### config.mk
export PLATFORM = sky130hd
export DESIGN_NAME = vasf_queue
export DESIGN_NICKNAME = d
export VERILOG_FILES = /design/src/rtl/vasf_pkg.sv /design/src/rtl/vasf_queue.sv
export SDC_FILE = /design/constraint.sdc
export NUM_CORES = 1
export LEC_CHECK = 0
export BUFFER_PORTS_ARGS = -buffer_cell sky130_fd_sc_hd__buf_2
export CAP_MARGIN = 20
export CELL_PAD_IN_SITES_DETAIL_PLACEMENT = 1
export CELL_PAD_IN_SITES_GLOBAL_PLACEMENT = 1
export CORE_MARGIN = 1
export CORE_UTILIZATION = 40
export DETAILED_ROUTE_END_ITERATION = 16
export PLACE_DENSITY = 0.76
export REMOVE_ABC_BUFFERS = 1
export SLEW_MARGIN = 15
export SYNTH_ARGS = -nofsm -noshare
export SYNTH_HDL_FRONTEND = slang
export SYNTH_SLANG_ARGS = --single-unit
### constraint.sdc
create_clock -name clk_i -period 10.3 [get_ports clk_i]
set_input_delay 0.515 -clock clk_i [delete_from_list [all_inputs] [get_ports clk_i]]
set_output_delay 0.515 -clock clk_i [all_outputs]
set_load 0.1 [all_outputs]
### src/rtl/vasf_pkg.sv
// Shared types and constants of the vorticity angle selective filter.
`default_nettype none
package vasf_pkg;

  localparam int FRAC_BITS   = 16;
  localparam int VALUE_WIDTH = 32;
  localparam int QDEPTH      = 2;

  localparam logic REG_SINE_THRESH = 1'b0;
  localparam logic REG_NOISE_FLOOR = 1'b1;

  localparam logic [15:0] THRESH_RESET = 16'd7666;

  typedef enum logic [1:0] {
    CMD_SKIP,
    CMD_OWN,
    CMD_NEIGH
  } cmd_kind_e;

  typedef struct packed {
    logic               opcode;
    logic [1:0]         axis;
    logic               side;
    logic               present;
    logic signed [31:0] vort_x;
    logic signed [31:0] vort_y;
    logic signed [31:0] vort_z;
    logic signed [31:0] offset_x;
    logic signed [31:0] offset_y;
    logic signed [31:0] offset_z;
    logic               last_item;
  } in_item_t;

  typedef struct packed {
    logic        zero_structure;
    logic [16:0] sine_squared;
  } out_item_t;

  typedef struct packed {
    cmd_kind_e        kind;
    logic [1:0]       axis;
    logic             side;
    logic             last;
    logic [2:0][31:0] vort;
    logic [2:0][31:0] offset;
  } cmd_t;

  typedef struct packed {
    logic [15:0] thresh;
    logic [31:0] floor;
  } cfg_t;

endpackage
`default_nettype wire

### src/rtl/vasf_queue.sv
// Command queue between front end and back end.
`default_nettype none
module vasf_queue (
  input  logic            clk_i,
  input  logic            rst_ni,
  input  logic            push_i,
  input  vasf_pkg::cmd_t  push_item_i,
  output logic            full_o,
  input  logic            pop_i,
  output logic            valid_o,
  output vasf_pkg::cmd_t  item_o
);
  import vasf_pkg::*;

  localparam int PTR_W = (QDEPTH > 1) ? $clog2(QDEPTH) : 1;
  localparam int CNT_W = $clog2(QDEPTH + 1);

  cmd_t             mem_q [QDEPTH];
  logic [PTR_W-1:0] wr_q, rd_q;
  logic [CNT_W-1:0] cnt_q;
  logic             do_push, do_pop;

  assign full_o  = (cnt_q == CNT_W'(QDEPTH));
  assign valid_o = (cnt_q != '0);
  assign item_o  = mem_q[rd_q];
  assign do_push = push_i && !full_o;
  assign do_pop  = pop_i && valid_o;

  always_ff @(posedge clk_i) begin
    if (do_push) begin
      mem_q[wr_q] <= push_item_i;
    end
  end

  always_ff @(posedge clk_i or negedge rst_ni) begin
    if (!rst_ni) begin
      wr_q  <= '0;
      rd_q  <= '0;
      cnt_q <= '0;
    end else begin
      if (do_push) begin
        wr_q <= (wr_q == PTR_W'(QDEPTH - 1)) ? '0 : wr_q + PTR_W'(1);
      end
      if (do_pop) begin
        rd_q <= (rd_q == PTR_W'(QDEPTH - 1)) ? '0 : rd_q + PTR_W'(1);
      end
      if (do_push && !do_pop) begin
        cnt_q <= cnt_q + CNT_W'(1);
      end else if (do_pop && !do_push) begin
        cnt_q <= cnt_q - CNT_W'(1);
      end
    end
  end

endmodule
`default_nettype wire

==> impl_metrics.env <==
export IMPL_run_status="completed"
export IMPL_time_the_worst_path_needs_with_i_o_delays_and_setup_ns=3.88
export IMPL_critPathLaunch="rd_q$_DFFE_PN0P_"
export IMPL_cts_inserted_buffers=43
export IMPL_synthAdderAreaFrac_pct=0.0840
export IMPL_std_cell_rows=70
export IMPL_floorplan_die_width_um=195
export IMPL_clock_sinks=400
export IMPL_max_slew_violation_count=0
export IMPL_gp_congestion=0.726
export IMPL_yosys_warnings=0
export IMPL_syn_std_cell_area_mm2=0.0149
export IMPL_route_vias_total=7492
export IMPL_hold_path_startpoint="push_item_i[20]"
export IMPL_yosys_area_share_simple_pct=0.227
export IMPL_worst_slew_margin_rel_pct=19.6
export IMPL_rsz0062_at_grt="false"
export IMPL_final_design_area_no_fill_mm2=0.0188
export IMPL_yosys_mux_area_fraction_pct=17.5
export IMPL_dominant_combinational_cell_family_by_area_after_synthesis="multiplexers"
export IMPL_finalNonFillerCells=1577
export IMPL_dieArea_mm2=0.0380
export IMPL_routed_wire_length_per_instance_um=20.7
export IMPL_fin_setup_tns_ns=0
export IMPL_multiInputGateArea_mm2=0.00271
export IMPL_clock_tree_htree_level_count=2
export IMPL_fillerInstances=3430
export IMPL_cpPeakStageDelay_ns=1.07
export IMPL_worst_skew_pair_late_latency_ns=0.54
export IMPL_hpwl_dp_um=21400
export IMPL_grt_use_total_pct=17.0
export IMPL_initialDrtViolationCount=250
export IMPL_start_util_pct=40.7
export IMPL_critPathRequiredTime_ns=9.79
export IMPL_criticalPathCategory="reg2out"
export IMPL_gr_overflow_total=0
export IMPL_ctsRootBufferMaster="sky130_fd_sc_hd__clkbuf_16"
export IMPL_worst_slew_pin_slew_ns=1.21
export IMPL_preCtsSetupSlack_ns=6.54
export IMPL_ff2ff_path_depth=4
export IMPL_route_antenna_remaining_nets=0
export IMPL_regArea_mm2=0.0120
export IMPL_min_delay_path_class="in2reg"
export IMPL_maxCapViolCount=0
export IMPL_setup_violations_final=0
export IMPL_startpoint_type="register"
export IMPL_vias_in_the_first_global_route=8244
export IMPL_layout_drive_gt1_share_pct=60.8
export IMPL_remaining_drc_errors=0
export IMPL_count_of_buffers_inserted_at_the_top_level_ports=401
export IMPL_core_area_mm2=0.0366
export IMPL_fin_nets=1270
export IMPL_syn_inst=635
export IMPL_timing_final_hold_violations=0
export IMPL_crit_arrival_ns=3.36
export IMPL_p_r_area_growth_vs_syn_pct=26.2
export IMPL_placed_cells=1489
export IMPL_viasPerCell=4.75
export IMPL_wirelength_um=32600
export IMPL_worstSetupEndpointType="output pin"
export IMPL_postSynthAreaPerCell_um2=23.5
export IMPL_yosys_area_share_xor_xnor_pct=0.294
export IMPL_crit_chain="buf_12 -> mux2_2 -> buf_2"
export IMPL_max_freq_mhz=258
export IMPL_synthesized_area_fraction_occupied_by_ao_oa_aoi_and_oai_cells_pct=0
export IMPL_critical_path_reg2reg_startpoint="cnt_q[0]$_DFFE_PN0P_"
export IMPL_grt_pass1_wl_um=48100
export IMPL_timing_critical_path_fanout_max=133
export IMPL_most_common_layout_cells="401 x sky130_fd_sc_hd__buf_2, 396 x sky130_fd_sc_hd__edfxtp_1, 100 x sky130_fd_sc_hd__mux2_4"
export IMPL_min_delay_path_depth=1
export IMPL_ys_seq_area_share_pct=80.5
export IMPL_finClkSkew_ns=0.00886
export IMPL_die_h_um=195
export IMPL_grt_start_max_net_pins=134
export IMPL_layout_cells_most_common="sky130_fd_sc_hd__buf_2"
export IMPL_crit_slowest_cell="sky130_fd_sc_hd__dfrtp_4"
export IMPL_cts_max_path_buffers=3
export IMPL_synthDistinctLibCells=15
export IMPL_cts_reportedPaths_clkPinSlew_ns=0.06
export IMPL_firstDrtPassIters=4
export IMPL_cts_tree="built"
export IMPL_finalCritPeriodShare_pct=37.7
export IMPL_number_of_antenna_violations_at_the_first_check_in_global_routing=16
export IMPL_synth_seq_cells=400
export IMPL_placement_cell_area_mm2=0.0174
export IMPL_post_route_worst_setup_slack_ns=6.42
export IMPL_ios=402
-- layer usage --
layer | GRT usage [%] | up-vias | share of wire, %
li1 | - | 3411 | -
met1 | 18.0 | 3718 | 37
met2 | 29.5 | 278 | 52
met3 | 6.26 | 75 | 8.0
met4 | 8.89 | 10 | 3.4
met5 | 0 | - | 0.20
-- final timing paths --
check                           slack [ns]                      to
worst max-delay path                  6.42              item_o[38]
worst min-delay path                  0.15  mem_q[0][20]$_DFFE_PP_
worst max register to register        6.68  mem_q[1][80]$_DFFE_PP_
worst min register to register        0.51    cnt_q[1]$_DFFE_PN0P_
max in group asynchronous             9.82        rd_q$_DFFE_PN0P_
min in group asynchronous             0.34        rd_q$_DFFE_PN0P_
-- synthesized netlist by cell type (all sizes together) --
cell / number / area (um^2)
nor2: 2 / 7.51
mux2: 198 / 2610
buf: 22 / 198
or2: 1 / 6.26
ha: 1 / 12.5
and3: 1 / 6.26
dfrtp: 4 / 100
nand2: 2 / 7.51
edfxtp: 396 / 11900
nand2b: 1 / 6.26
xor2: 2 / 17.5
inv: 2 / 7.51
xnor2: 3 / 26.3
-- stage by stage --
| stage | util [%] | hold WS [ns] |
|---|---|---|
| after global placement | 47.4 | 0.326 |
| after floorplan | - | 0.219 |
| after CTS | 51.3 | 0.107 |
| final | 51.3 | 0.153 |
| after detailed placement | 47.4 | 0.331 |
| after global routing | 51.3 | 0.118 |
-- state kept, by name, summed over array words and instances (netlist names) --
name   count
mem_q    396
rd_q       1
cnt_q      2
wr_q       1
-- cell families (layout without fill, tap and decap cells) --
logic type / after synthesis / in the layout
XOR/XNOR: 5 / 5
other: 0 / 11
adder cells (fa/ha/maj): 1 / 1
AND/OR/NAND/NOR: 7 / 7
multiplexers: 198 / 198
buffers and inverters: 24 / 487
flip-flops: 400 / 400
-- what timing repair did --
item	in CTS	in global routing
buffers inserted	0	0
resized for setup	0	0
hold endpoints to repair	4	0
hold buffers	1	0
-- layout make-up --
class                           instances  area share, %
Timing Repair Buffer                  409           11.1
Clock buffer                           53           6.15
Antenna cell                           11          0.146
Inverter                                2         0.0399
Sequential cell                       400           63.8
Clock inverter                         23           1.23
Tap cell                              468           3.12
Multi-Input combinational cell        211           14.4
-- worst max-delay path: cells and delay by family (launching register included) --
family	cells	cell delay [ns]
buffers and inverters	2	1.01
DFF	1	1.07
muxes	1	0.33
Power is left out: the tool's default activity adds up to more than one toggle a clock period on the data nets, which glitch-free logic cannot reach.
